<file path="src/rtl/okvt_pkg.sv">
// ----------------------------------------------------------------------------
// okvt_pkg
// Shared types and constants for the ordered key-value table.
// ----------------------------------------------------------------------------
package okvt_pkg;

	// default number of table entries
	localparam int TABLE_DEPTH_DEF = 64;

	// operation codes on the op field
	typedef enum logic [2:0] {
		OP_PUT  = 3'd0,
		OP_GET  = 3'd1,
		OP_DEL  = 3'd2,
		OP_CLR  = 3'd3,
		OP_DUMP = 3'd4
	} op_e_t;

	// result status codes
	typedef enum logic [1:0] {
		ST_OK    = 2'd0,
		ST_MISS  = 2'd1,
		ST_FULL  = 2'd2,
		ST_BADOP = 2'd3
	} status_e_t;

	// source of the key/value fields of a result beat
	typedef enum logic [2:0] {
		SEL_REQ,   // request key and value
		SEL_KEY0,  // request key, zero value
		SEL_ZERO,  // zero key and value
		SEL_HIT,   // latched matching entry
		SEL_RD     // entry in the read register
	} sel_e_t;

	// memory write address/data source
	typedef enum logic [1:0] {
		WR_HIT,    // overwrite matching entry with request
		WR_APPEND, // write request at the fill position
		WR_SHIFT   // move read entry down by one slot
	} wr_e_t;

	// one stored entry
	typedef struct packed {
		logic [31:0] key;
		logic [31:0] value;
	} entry_t;

	// controller to datapath commands
	typedef struct packed {
		logic      ld_req;
		logic      adv;
		logic      ptr_clr;
		logic      hit_ld;
		logic      wr_en;
		wr_e_t     wr_sel;
		logic      cnt_inc;
		logic      cnt_dec;
		logic      cnt_clr;
		logic      emit;
		sel_e_t    emit_sel;
		status_e_t emit_st;
		logic      emit_last;
	} cmd_t;

	// datapath to controller status
	typedef struct packed {
		logic match;
		logic chk_last;
		logic cnt_zero;
		logic cnt_full;
		logic out_free;
	} sts_t;

endpackage

</file>
<file path="src/rtl/ordered_key_value_table_top.sv">
// ----------------------------------------------------------------------------
// ordered_key_value_table_top
// Insertion-ordered key-value table with put, get, delete, clear and dump.
// ----------------------------------------------------------------------------
// The table holds up to TABLE_DEPTH 32-bit key/value pairs in one memory with
// a single registered read port, and that port sets the timing: a put, get or
// delete compares one stored entry per cycle and stops at the match, or at the
// last entry on a miss; an empty table skips the scan. A delete that hits then
// moves the later entries down one per cycle. Clear and an unknown op go
// straight to their result beat. A dump sends one result beat per entry, one
// per cycle while out_ready is high. A low out_ready holds back any result
// beat. A new command is taken only when the previous one has finished, while
// its last beat may still sit in the output register. No clearing pass is
// needed after reset.
// ----------------------------------------------------------------------------
module ordered_key_value_table_top #(
	parameter int TABLE_DEPTH = okvt_pkg::TABLE_DEPTH_DEF
) (
	input  logic        clk,
	input  logic        arst_n,
	input  logic        in_valid,
	output logic        in_ready,
	input  logic [2:0]  op,
	input  logic [31:0] key,
	input  logic [31:0] value,
	output logic        out_valid,
	input  logic        out_ready,
	output logic [1:0]  status,
	output logic [31:0] out_key,
	output logic [31:0] out_value,
	output logic        last
);
	import okvt_pkg::*;

	cmd_t cmd;
	sts_t sts;

	// sequencer
	okvt_ctrl u_ctrl (
		.clk      (clk),
		.arst_n   (arst_n),
		.in_valid (in_valid),
		.in_ready (in_ready),
		.op       (op),
		.sts      (sts),
		.cmd      (cmd)
	);

	// storage and result path
	okvt_dp #(
		.TABLE_DEPTH (TABLE_DEPTH)
	) u_dp (
		.clk       (clk),
		.arst_n    (arst_n),
		.cmd       (cmd),
		.sts       (sts),
		.key       (key),
		.value     (value),
		.out_valid (out_valid),
		.out_ready (out_ready),
		.status    (status),
		.out_key   (out_key),
		.out_value (out_value),
		.last      (last)
	);

endmodule

</file>
<file path="src/rtl/okvt_dp.sv">
// ----------------------------------------------------------------------------
// okvt_dp
// Datapath: entry memory, scan pointer, entry count, request and hit
// registers, and the result output register.
// ----------------------------------------------------------------------------
module okvt_dp #(
	parameter int TABLE_DEPTH = okvt_pkg::TABLE_DEPTH_DEF
) (
	input  logic                 clk,
	input  logic                 arst_n,
	input  okvt_pkg::cmd_t       cmd,
	output okvt_pkg::sts_t       sts,
	input  logic [31:0]          key,
	input  logic [31:0]          value,
	output logic                 out_valid,
	input  logic                 out_ready,
	output logic [1:0]           status,
	output logic [31:0]          out_key,
	output logic [31:0]          out_value,
	output logic                 last
);
	import okvt_pkg::*;

	localparam int IDX_W = $clog2(TABLE_DEPTH);
	localparam int CNT_W = $clog2(TABLE_DEPTH + 1);

	entry_t             mem [TABLE_DEPTH];
	entry_t             rd_data_q;
	entry_t             hit_q;
	logic [31:0]        key_q;
	logic [31:0]        val_q;
	logic [IDX_W-1:0]   ptr_q;
	logic [IDX_W-1:0]   chk_q;
	logic [CNT_W-1:0]   count_q;
	logic               out_valid_q;
	logic [1:0]         status_q;
	logic [31:0]        out_key_q;
	logic [31:0]        out_value_q;
	logic               last_q;

	logic [IDX_W-1:0]   wr_addr;
	entry_t             wr_data;
	logic [31:0]        emit_key;
	logic [31:0]        emit_val;
	logic               out_free;

	// status toward the controller
	assign out_free     = !out_valid_q || out_ready;
	assign sts.match    = (rd_data_q.key == key_q);
	assign sts.chk_last = (CNT_W'(chk_q) == (count_q - CNT_W'(1)));
	assign sts.cnt_zero = (count_q == '0);
	assign sts.cnt_full = (count_q == CNT_W'(TABLE_DEPTH));
	assign sts.out_free = out_free;

	// write port select
	always_comb begin
		wr_addr = chk_q;
		wr_data = '{key: key_q, value: val_q};
		unique case (cmd.wr_sel)
			WR_HIT: begin
				wr_addr = chk_q;
			end
			WR_APPEND: begin
				wr_addr = count_q[IDX_W-1:0];
			end
			WR_SHIFT: begin
				wr_addr = chk_q - IDX_W'(1);
				wr_data = rd_data_q;
			end
			default: begin
				wr_addr = chk_q;
			end
		endcase
	end

	// entry memory: one write, one registered read
	always_ff @(posedge clk) begin
		if (cmd.wr_en) begin
			mem[wr_addr] <= wr_data;
		end
		if (cmd.adv) begin
			rd_data_q <= mem[ptr_q];
		end
	end

	// request and hit payload registers
	always_ff @(posedge clk) begin
		if (cmd.ld_req) begin
			key_q <= key;
			val_q <= value;
		end
		if (cmd.hit_ld) begin
			hit_q <= rd_data_q;
		end
	end

	// scan pointer and checked index
	always_ff @(posedge clk or negedge arst_n) begin
		if (!arst_n) begin
			ptr_q <= '0;
			chk_q <= '0;
		end else begin
			if (cmd.adv) begin
				chk_q <= ptr_q;
			end
			if (cmd.ptr_clr) begin
				ptr_q <= '0;
			end else if (cmd.adv && (ptr_q != IDX_W'(TABLE_DEPTH - 1))) begin
				ptr_q <= ptr_q + IDX_W'(1);
			end
		end
	end

	// entry count
	always_ff @(posedge clk or negedge arst_n) begin
		if (!arst_n) begin
			count_q <= '0;
		end else begin
			priority if (cmd.cnt_clr) begin
				count_q <= '0;
			end else if (cmd.cnt_inc) begin
				count_q <= count_q + CNT_W'(1);
			end else if (cmd.cnt_dec) begin
				count_q <= count_q - CNT_W'(1);
			end
		end
	end

	// result field select
	always_comb begin
		emit_key = '0;
		emit_val = '0;
		unique case (cmd.emit_sel)
			SEL_REQ: begin
				emit_key = key_q;
				emit_val = val_q;
			end
			SEL_KEY0: begin
				emit_key = key_q;
			end
			SEL_ZERO: begin
				emit_key = '0;
			end
			SEL_HIT: begin
				emit_key = hit_q.key;
				emit_val = hit_q.value;
			end
			SEL_RD: begin
				emit_key = rd_data_q.key;
				emit_val = rd_data_q.value;
			end
			default: begin
				emit_key = '0;
			end
		endcase
	end

	// output register valid
	always_ff @(posedge clk or negedge arst_n) begin
		if (!arst_n) begin
			out_valid_q <= 1'b0;
		end else if (cmd.emit) begin
			out_valid_q <= 1'b1;
		end else if (out_ready) begin
			out_valid_q <= 1'b0;
		end
	end

	// output register payload
	always_ff @(posedge clk) begin
		if (cmd.emit) begin
			status_q    <= cmd.emit_st;
			out_key_q   <= emit_key;
			out_value_q <= emit_val;
			last_q      <= cmd.emit_last;
		end
	end

	assign out_valid = out_valid_q;
	assign status    = status_q;
	assign out_key   = out_key_q;
	assign out_value = out_value_q;
	assign last      = last_q;

	// count stays within the table
	a_count_bound: assert property (@(posedge clk) disable iff (!arst_n)
		count_q <= CNT_W'(TABLE_DEPTH))
		else $error("entry count above table depth");

	// append only into a table with room
	a_inc_room: assert property (@(posedge clk) disable iff (!arst_n)
		cmd.cnt_inc |-> !sts.cnt_full)
		else $error("append into full table");

	// removal only from a non-empty table
	a_dec_nonempty: assert property (@(posedge clk) disable iff (!arst_n)
		cmd.cnt_dec |-> !sts.cnt_zero)
		else $error("delete from empty table");

endmodule

</file>
<file path="src/rtl/okvt_ctrl.sv">
// ----------------------------------------------------------------------------
// okvt_ctrl
// Controller: sequences scan, append, delete compaction, dump and result
// beats over the datapath.
// ----------------------------------------------------------------------------
module okvt_ctrl (
	input  logic           clk,
	input  logic           arst_n,
	input  logic           in_valid,
	output logic           in_ready,
	input  logic [2:0]     op,
	input  okvt_pkg::sts_t sts,
	output okvt_pkg::cmd_t cmd
);
	import okvt_pkg::*;

	typedef enum logic [2:0] {
		S_IDLE,
		S_SCAN,
		S_MISS,
		S_SHIFT,
		S_DUMP,
		S_RESP
	} state_t;

	state_t      state_q, state_d;
	logic [2:0]  op_q;
	sel_e_t      resp_sel_q, resp_sel_d;
	status_e_t   resp_st_q, resp_st_d;

	assign in_ready = (state_q == S_IDLE);

	// next state and commands
	always_comb begin
		state_d       = state_q;
		resp_sel_d    = resp_sel_q;
		resp_st_d     = resp_st_q;
		cmd           = '0;
		cmd.wr_sel    = WR_HIT;
		cmd.emit_sel  = SEL_ZERO;
		cmd.emit_st   = ST_OK;
		unique case (state_q)
			S_IDLE: begin
				cmd.ptr_clr = 1'b1;
				if (in_valid) begin
					cmd.ld_req = 1'b1;
					unique case (op)
						OP_PUT, OP_GET, OP_DEL: begin
							if (sts.cnt_zero) begin
								state_d = S_MISS;
							end else begin
								cmd.ptr_clr = 1'b0;
								cmd.adv     = 1'b1;
								state_d     = S_SCAN;
							end
						end
						OP_CLR: begin
							cmd.cnt_clr = 1'b1;
							resp_sel_d  = SEL_ZERO;
							resp_st_d   = ST_OK;
							state_d     = S_RESP;
						end
						OP_DUMP: begin
							if (sts.cnt_zero) begin
								resp_sel_d = SEL_ZERO;
								resp_st_d  = ST_MISS;
								state_d    = S_RESP;
							end else begin
								cmd.ptr_clr = 1'b0;
								cmd.adv     = 1'b1;
								state_d     = S_DUMP;
							end
						end
						default: begin
							resp_sel_d = SEL_ZERO;
							resp_st_d  = ST_BADOP;
							state_d    = S_RESP;
						end
					endcase
				end
			end
			S_SCAN: begin
				// one entry compared per cycle
				cmd.adv = 1'b1;
				if (sts.match) begin
					cmd.hit_ld = 1'b1;
					resp_st_d  = ST_OK;
					unique case (op_q)
						OP_PUT: begin
							cmd.wr_en  = 1'b1;
							cmd.wr_sel = WR_HIT;
							resp_sel_d = SEL_REQ;
							state_d    = S_RESP;
						end
						OP_DEL: begin
							resp_sel_d = SEL_HIT;
							if (sts.chk_last) begin
								cmd.cnt_dec = 1'b1;
								state_d     = S_RESP;
							end else begin
								state_d = S_SHIFT;
							end
						end
						default: begin
							resp_sel_d = SEL_HIT;
							state_d    = S_RESP;
						end
					endcase
				end else if (sts.chk_last) begin
					state_d = S_MISS;
				end
			end
			S_MISS: begin
				cmd.ptr_clr = 1'b1;
				state_d     = S_RESP;
				if (op_q == OP_PUT) begin
					resp_sel_d = SEL_REQ;
					if (sts.cnt_full) begin
						resp_st_d = ST_FULL;
					end else begin
						cmd.wr_en   = 1'b1;
						cmd.wr_sel  = WR_APPEND;
						cmd.cnt_inc = 1'b1;
						resp_st_d   = ST_OK;
					end
				end else begin
					resp_sel_d = SEL_KEY0;
					resp_st_d  = ST_MISS;
				end
			end
			S_SHIFT: begin
				// move later entries down one slot per cycle
				cmd.adv    = 1'b1;
				cmd.wr_en  = 1'b1;
				cmd.wr_sel = WR_SHIFT;
				if (sts.chk_last) begin
					cmd.cnt_dec = 1'b1;
					state_d     = S_RESP;
				end
			end
			S_DUMP: begin
				// one beat per entry, stepping when the output register frees
				if (sts.out_free) begin
					cmd.emit      = 1'b1;
					cmd.emit_sel  = SEL_RD;
					cmd.emit_st   = ST_OK;
					cmd.emit_last = sts.chk_last;
					cmd.adv       = 1'b1;
					if (sts.chk_last) begin
						cmd.ptr_clr = 1'b1;
						state_d     = S_IDLE;
					end
				end
			end
			S_RESP: begin
				cmd.ptr_clr = 1'b1;
				if (sts.out_free) begin
					cmd.emit      = 1'b1;
					cmd.emit_sel  = resp_sel_q;
					cmd.emit_st   = resp_st_q;
					cmd.emit_last = 1'b1;
					state_d       = S_IDLE;
				end
			end
			default: begin
				state_d = S_IDLE;
			end
		endcase
	end

	// state and registered outputs
	always_ff @(posedge clk or negedge arst_n) begin
		if (!arst_n) begin
			state_q    <= S_IDLE;
			op_q       <= OP_PUT;
			resp_sel_q <= SEL_ZERO;
			resp_st_q  <= ST_OK;
		end else begin
			state_q    <= state_d;
			resp_sel_q <= resp_sel_d;
			resp_st_q  <= resp_st_d;
			if (state_q == S_IDLE && in_valid) begin
				op_q <= op;
			end
		end
	end

	// a beat is loaded only into a free output register
	a_emit_free: assert property (@(posedge clk) disable iff (!arst_n)
		cmd.emit |-> sts.out_free)
		else $error("result beat overwrites pending beat");

	// every accepted command leaves idle
	a_accept_busy: assert property (@(posedge clk) disable iff (!arst_n)
		(state_q == S_IDLE && in_valid) |=> (state_q != S_IDLE))
		else $error("accepted command not processed");

	// the count is decremented only by a delete
	a_dec_del: assert property (@(posedge clk) disable iff (!arst_n)
		cmd.cnt_dec |-> (op_q == OP_DEL))
		else $error("count decrement outside delete");

endmodule

</file>
<file path="config.mk">
export PLATFORM = sky130hd
export DESIGN_NAME = ordered_key_value_table_top
export DESIGN_NICKNAME = d
export VERILOG_FILES = /design/src/rtl/okvt_pkg.sv /design/src/rtl/ordered_key_value_table_top.sv /design/src/rtl/okvt_dp.sv /design/src/rtl/okvt_ctrl.sv
export SDC_FILE = /design/constraint.sdc
export NUM_CORES = 2
export LEC_CHECK = 0
export BUFFER_PORTS_ARGS = -buffer_cell sky130_fd_sc_hd__buf_2
export CORE_AREA = 2 2 981 689
export CTS_BUF_LIST = sky130_fd_sc_hd__clkbuf_8 sky130_fd_sc_hd__clkbuf_16
export CTS_CLUSTER_DIAMETER = 80
export DETAILED_ROUTE_END_ITERATION = 10
export DIE_AREA = 0 0 983 691
export GPL_TIMING_DRIVEN = 0
export PLACE_DENSITY = 0.37
export SLEW_MARGIN = 30
export SYNTH_ARGS = -nofsm -noshare
export SYNTH_HDL_FRONTEND = slang
export SYNTH_SLANG_ARGS = --single-unit
</file>
<file path="constraint.sdc">
create_clock -name clk -period 6.54 [get_ports clk]
set_clock_uncertainty 0.15 [all_clocks]
set_input_delay 0.981 -clock clk [delete_from_list [all_inputs] [get_ports clk]]
set_output_delay 0.981 -clock clk [all_outputs]
set_load 0.005 [all_outputs]
</file>
* Word-level counts from Yosys, hierarchy flattened
Memories as Yosys holds them, arrays and structs flattened. A register that Yosys moved wholly into a read port is not among the register bits. Index checks and enable logic that the tools add are counted.
Storage, ports and cells: word-level logic and storage cells 133, bits in registers 226, memory bits (writable) 4096, output and inout port bits 69, bits of input ports 71, memories 1
Cells by class: eq/ne operators 28, add/sub/neg operators 4, reductions and logical operators 20, mux-type cells 64
Memories:
- u_dp.mem | depth 64, bits a word 64, rd ports 1, clocked after memory_dff 1, write ports 1, line okvt_dp.sv:27 | entry_t mem [TABLE_DEPTH];
Operators by type and width (number):
- one-hot mux 32 bit (3 select lines) | 2
- 2-to-1 mux 64 bit | 1
- 2-to-1 mux 3 bit | 14
- 2-to-1 mux 7 bit | 5
- equality test 32 bit | 1
- 2-to-1 mux 2 bit | 10
- equality test 3 x 2 -> 1 bit, second input constant | 6
- one-hot mux 3 bit (3 select lines) | 2
- one-hot mux 3 bit (6 select lines) | 1
- 2-to-1 mux 1 bit | 15
- one-hot mux 7 bit (2 select lines) | 1
- equality test 3 bit, second input constant | 4
- logical NOT 3 bit | 4
- 2-to-1 mux 4 bit | 3
- 2-to-1 mux 6 bit | 2
- one-hot mux 2 bit (3 select lines) | 2
- one-hot mux 3 bit (2 select lines) | 2
- one-hot mux 6 bit (2 select lines) | 1
- equality test 3 x 1 -> 1 bit, second input constant | 3
- != test 2 x 1 -> 1 bit, second input constant | 4
- adder 7 x 1 -> 7 bit, second input constant | 1
- equality test 6 x 7 -> 1 bit | 1
- equality test 7 bit, second input constant | 1
- logical NOT 7 bit | 1
- 21 further kinds | 29

* Logic depth before layout (Yosys ltp)
word-level depth 9, gate-level depth with buffers 14, gate-level depth less buffers 13

* Cells and area by module
From an unflattened synthesis, not the netlist that was laid out.
Unflattened totals: cell total of the unflattened synthesis 7629, area total of the unflattened synthesis 168562.9 sq um
Modules (own cells, without submodules):
- okvt_dp | area each 167699.6 sq um, instances 1, seq. area each 131275.9 sq um, cells each 7523
- okvt_ctrl | area each 863.3 sq um, instances 1, seq. area each 251.5 sq um, cells each 106

* Worst setup path before layout
No wires, ideal clock.
kind register to register, start register u_dp.count_q[0], end memory u_dp.mem[40][0] (netlist bit) (enable), cell stages (with the launch flop) 15, arrival 5695 ps, setup time 487 ps, setup slack 208 ps, period minus slack after synthesis 6332 ps, buffers on the path 4, required time 5903 ps, path through dfrtp_1 clkbuf_1 inv_1 ha_1 nor3b_1 a311oi_1 clkbuf_1 ha_1 clkbuf_1 clkbuf_1 o21ai_0 o21ai_0 nor2_1 nand2_1 nor2_1
Between the ends: cells in the longest elaborated chain, start to end 6, elaborated cells between the ends (all ways) 9, classes of those cells eq/ne (3); mux (6)
RTL lines:
- start: declaration | line okvt_dp.sv:34 | logic [CNT_W-1:0] count_q;
- start signal: assignment | line okvt_dp.sv:122 | count_q <= count_q + CNT_W'(1);
- start signal: assignment | line okvt_dp.sv:124 | count_q <= count_q - CNT_W'(1);
- equality test 7 bit | line okvt_dp.sv:52 | assign sts.cnt_full = (count_q == CNT_W'(TABLE_DEPTH));
- 2-to-1 mux 4 bit | line okvt_ctrl.sv:118 | if (sts.cnt_full) begin
- 2-to-1 mux 4 bit | line okvt_ctrl.sv:116 | if (op_q == OP_PUT) begin
- one-hot mux 3 bit (3 select lines) | line okvt_ctrl.sv:42 | unique case (state_q)
- equality test 2 bit (tied with other cells) | line okvt_dp.sv:59 | unique case (cmd.wr_sel)
- one-hot mux 6 bit (2 select lines) / 2-to-1 mux 1 bit (equally long branches) | line okvt_dp.sv:59, okvt_dp.sv:79
- end: declaration | line okvt_dp.sv:27
Parallel ways exist; a longest one is shown, timed or not.

* Final worst setup path
start register u_dp.key_q[9], end memory u_dp.mem[33][25] (netlist bit) (enable)
Between the ends: cells in the longest elaborated chain, start to end 5, elaborated cells between the ends (all ways) 8, classes of those cells eq/ne (3); mux (5)
RTL lines:
- start: declaration | line okvt_dp.sv:30 | logic [31:0] key_q;
- start signal: assignment | line okvt_dp.sv:89 | key_q <= key;
- equality test 32 bit (*) | line okvt_dp.sv:49 | assign sts.match = (rd_data_q.key == key_q);
- 2-to-1 mux 4 bit (*) | line okvt_ctrl.sv:85 | if (sts.match) begin
- one-hot mux 3 bit (3 select lines) (*) | line okvt_ctrl.sv:42
- equality test 2 bit (tied with other cells) | line okvt_dp.sv:59
- one-hot mux 6 bit (2 select lines) / 2-to-1 mux 1 bit (equally long branches) | line okvt_dp.sv:59, okvt_dp.sv:79
Every way passes the cells marked *; elsewhere a longest branch is shown, timed or not.

==> results.toml <==
[synthesis]
synth_edf_count = 4355
synthTopCellsByArea = "edfxtp_1 (78%), mux4_2 (18%), clkbuf_1 (0.51%)"
syn_area_per_cell_um2 = 25.1
netlist_area_mm2 = 0.167
synth.top_cell.area_share_pct = 78.3
postSynthCellCount = 6653
synth-seq-cells = 4385
yosysWarnings = 0
synth_top_cell_by_area = "edfxtp_1"
ys_seq_area_share_pct = 78.7
async_reset_ff_share_pct = 0.684
ys_types = 59
syn_nets = 6731
ys.flop_type = "edfxtp_1"

[route]
ant_nets = 0
drt_iter0_markers = 9981
detail_route.wl_per_cell_um = 33.3
drtPass1Iterations = 8
wl_um = 567000
vias = 79900
viasPerCell = 4.69
remaining_drc_errors = 0

[sta]
final-hold-violation-count = 0
timing.final.crit_period_ns = 6.16
rsz0062_at_grt = "false"
min_period_over_period_pct = 94.2
fin_setup_tns_ns = 0
relSlewSlack_pct = 31.8
timing.fmax_ghz = 0.162
drv_slew = 0
setup_viol = 0
tightest_slew_ns = 1.02

[setup_path]
r2r-start = "u_dp.key_q[9]$_DFFE_PP_"
arrival_ns = 6.66
end_kind = "register"
rrSetupSlack_ns = 0.38
crit_path_start = "u_dp.key_q[9]$_DFFE_PP_"
start_kind = "register"
worstSetupPathType = "register to register"
worstSetupEndpoint = "u_dp.mem[33][25]$_DFFE_PP_"
critPathRequiredTime_ns = 7.04
crit_fanout = 13
r2r_end = "u_dp.mem[33][25]$_DFFE_PP_"
r2r_cells = 11

[grt]
antenna_found_initial = 61
grt-ovfl-total = 0
grt_usage_pct = 16.3
grt_pass1_vias = 81400
grt_max_degree = 65
grt_pass1_wl_um = 755000

[pwr]
leakagePower_nw = 62.8
sw_frac_of_total_pct = 29.0
pwr-share-seq_pct = 45.4
ir_drop_v = 0.000289
power_density_mw_per_mm2 = 369
pwr-share-clk_pct = 32.9
pwr-share-comb_pct = 21.7
p_int_mw = 53.9
power_mw = 75.9
switching_power_mw = 22.1

[clock_network]
insertion_delay_ns = 0.99
cts_tree = "done"
cts_inserted_buffers = 446
clkTransAtPathRegs_ns = 0.06
clockRootBuffer = "clkbuf_16"
htreeDepth = 5
cts_sinks = 4385
clk_path_buf_depth = 4

[floorplan]
coreArea_mm2 = 0.671
start_util_pct = 24.9
rows = 252
ioPinCount = 140
fp.dieH_um = 691
die_w_um = 983
die_area_mm2 = 0.679

[min_path]
hp-class = "primary input to register"

[layout]
drive_gt1_share_pct = 36.5
final_common_cell = "edfxtp_1"
register_area_mm2 = 0.132
nets = 7818
n_fill_cell = 63600
layout.cells.non_filler = 17000
utilization_pct = 30.7
areaGrowthSynthToFinish_pct = 23.0
mostFrequentLayoutCells = "edfxtp_1 (4,355), mux4_2 (1,344), clkbuf_16 (450)"
multiInputGateArea_mm2 = 0.0347

[placement]
hpwl_um = 408000
io_buffers = 139
finalWeightedCongestion = 0.736
placed_cells_incl_taps = 16100

[outcome]
status = "finished, final reports clean"

[flow_run]
maxCapViolCount = 0
## routing by layer
layer,global-route usage (%),wire length [um]
met1,24.5,267000
met2,24.6,251000
met3,2.64,33700
met4,3.86,15500
met5,0,20
## cell type report
class,count,share of cell area [%]
plain buffers,347,0.833
clock buffers,450,5.48
inverters,79,0.148
multi-input cells,1842,16.9
flip-flops and latches,4385,64.0
repair buffers,639,5.92
clock inverters,363,1.33
well taps,8890,5.41
diodes,26,0.0317
## cells by family (layout without fill, tap and decap cells)
group / count (synthesis) / in the layout / synth area share (%)
and+or+nand+nor: 219 / 219 / 0.589
adders and majority gates: 8 / 8 / 0.0584
other: 0 / 26 / 0
DFF: 4385 / 4385 / 78.7
AOI/OAI and AO/OA: 147 / 147 / 0.706
buffers and inverters: 426 / 1878 / 1.03
xor gates and xnor gates: 46 / 46 / 0.249
muxes: 1422 / 1422 / 18.6
## worst min path at each step
stage / cells after the start / start / slack (ns) / end
after global routing: 1 / value[19] / 0.02 / u_dp.val_q[19]$_DFFE_PP_
after detailed placement: 0 / u_dp.rd_data_q[16]$_DFFE_PP_ / 0.33 / u_dp.hit_q[16]$_DFFE_PP_
after global placement: 0 / u_dp.rd_data_q[17]$_DFFE_PP_ / 0.32 / u_dp.hit_q[17]$_DFFE_PP_
after CTS: 1 / value[24] / 0.005 / u_dp.val_q[24]$_DFFE_PP_
final: 1 / value[24] / 0.09 / u_dp.val_q[24]$_DFFE_PP_
after floorplan: 0 / u_dp.rd_data_q[0]$_DFFE_PP_ / 0.29 / u_dp.hit_q[0]$_DFFE_PP_
## sequential cells by signal, summed over array words and instances (netlist names), 7 cells and up
| register | cells |
|---|---|
| u_dp.mem | 4096 |
| u_dp.hit_q | 64 |
| u_dp.rd_data_q | 64 |
| u_dp.key_q | 32 |
| u_dp.out_key | 32 |
| u_dp.out_value | 32 |
| u_dp.val_q | 32 |
| u_dp.count_q | 7 |
## Yosys cell counts (all sizes together), types with 3 or more instances
cell type / n
edfxtp: 4355
mux4: 1344
clkbuf: 228
buf: 119
nor2: 98
inv: 79
mux2: 75
a222oi: 64
nand2: 47
xnor2: 40
dfrtp: 29
a21oi: 23
o21ai: 18
nand3: 14
nand4: 13
nor3: 12
ha: 7
nand2b: 6
and3: 5
nor2b: 5
o22ai: 5
or3: 5
xor2: 5
a21o: 4
o21a: 4
a211oi: 3
a2bb2oi: 3
and2: 3
mux2i: 3
nor4: 3
or2: 3
## power groups by stage
stage | Sequential (mW) | Clock [mW] | Combinational [mW]
2_1_floorplan | 34.7 | 0 | 9.11
3_3_place_gp | 35.2 | 0 | 15.8
3_5_place_dp | 35.1 | 0 | 16.9
4_1_cts | 34.5 | 25.6 | 16.9
5_1_grt | 34.5 | 26.7 | 17.5
6_report | 34.5 | 25.0 | 16.5
## worst max-delay path: stages, from the launching register on
cell	delay, ns
edfxtp_1	0.53
xnor2_2	0.63
nand4_1	0.57
nor4_1	0.74
and2_1	0.31
a311o_1	0.35
nand3_1	0.59
clkbuf_2	0.57
nor2_4	0.70
buf_12	0.26
buf_16	0.18
buf_16	0.17
## stage by stage
| step | cell area (um^2) | setup WS (ns) | hold WS [ns] |
|---|---|---|---|
| floorplan | 167000 | 0.208 | 0.293 |
| global placement | 179000 | -9.10 | 0.315 |
| detailed placement | 191000 | 0.282 | 0.328 |
| CTS | 205000 | 0.191 | 0.00522 |
| global route | 205000 | 0.188 | 0.0157 |
| finish | 206000 | 0.378 | 0.0876 |
## timing repair
item	in CTS	in global routing
hold buffers	44	0
resized for setup	0	3
setup endpoints to repair	0	105
setup buffers	0	14
hold endpoints to repair	72	0
Note: power is estimated with default switching activity, not from simulation.
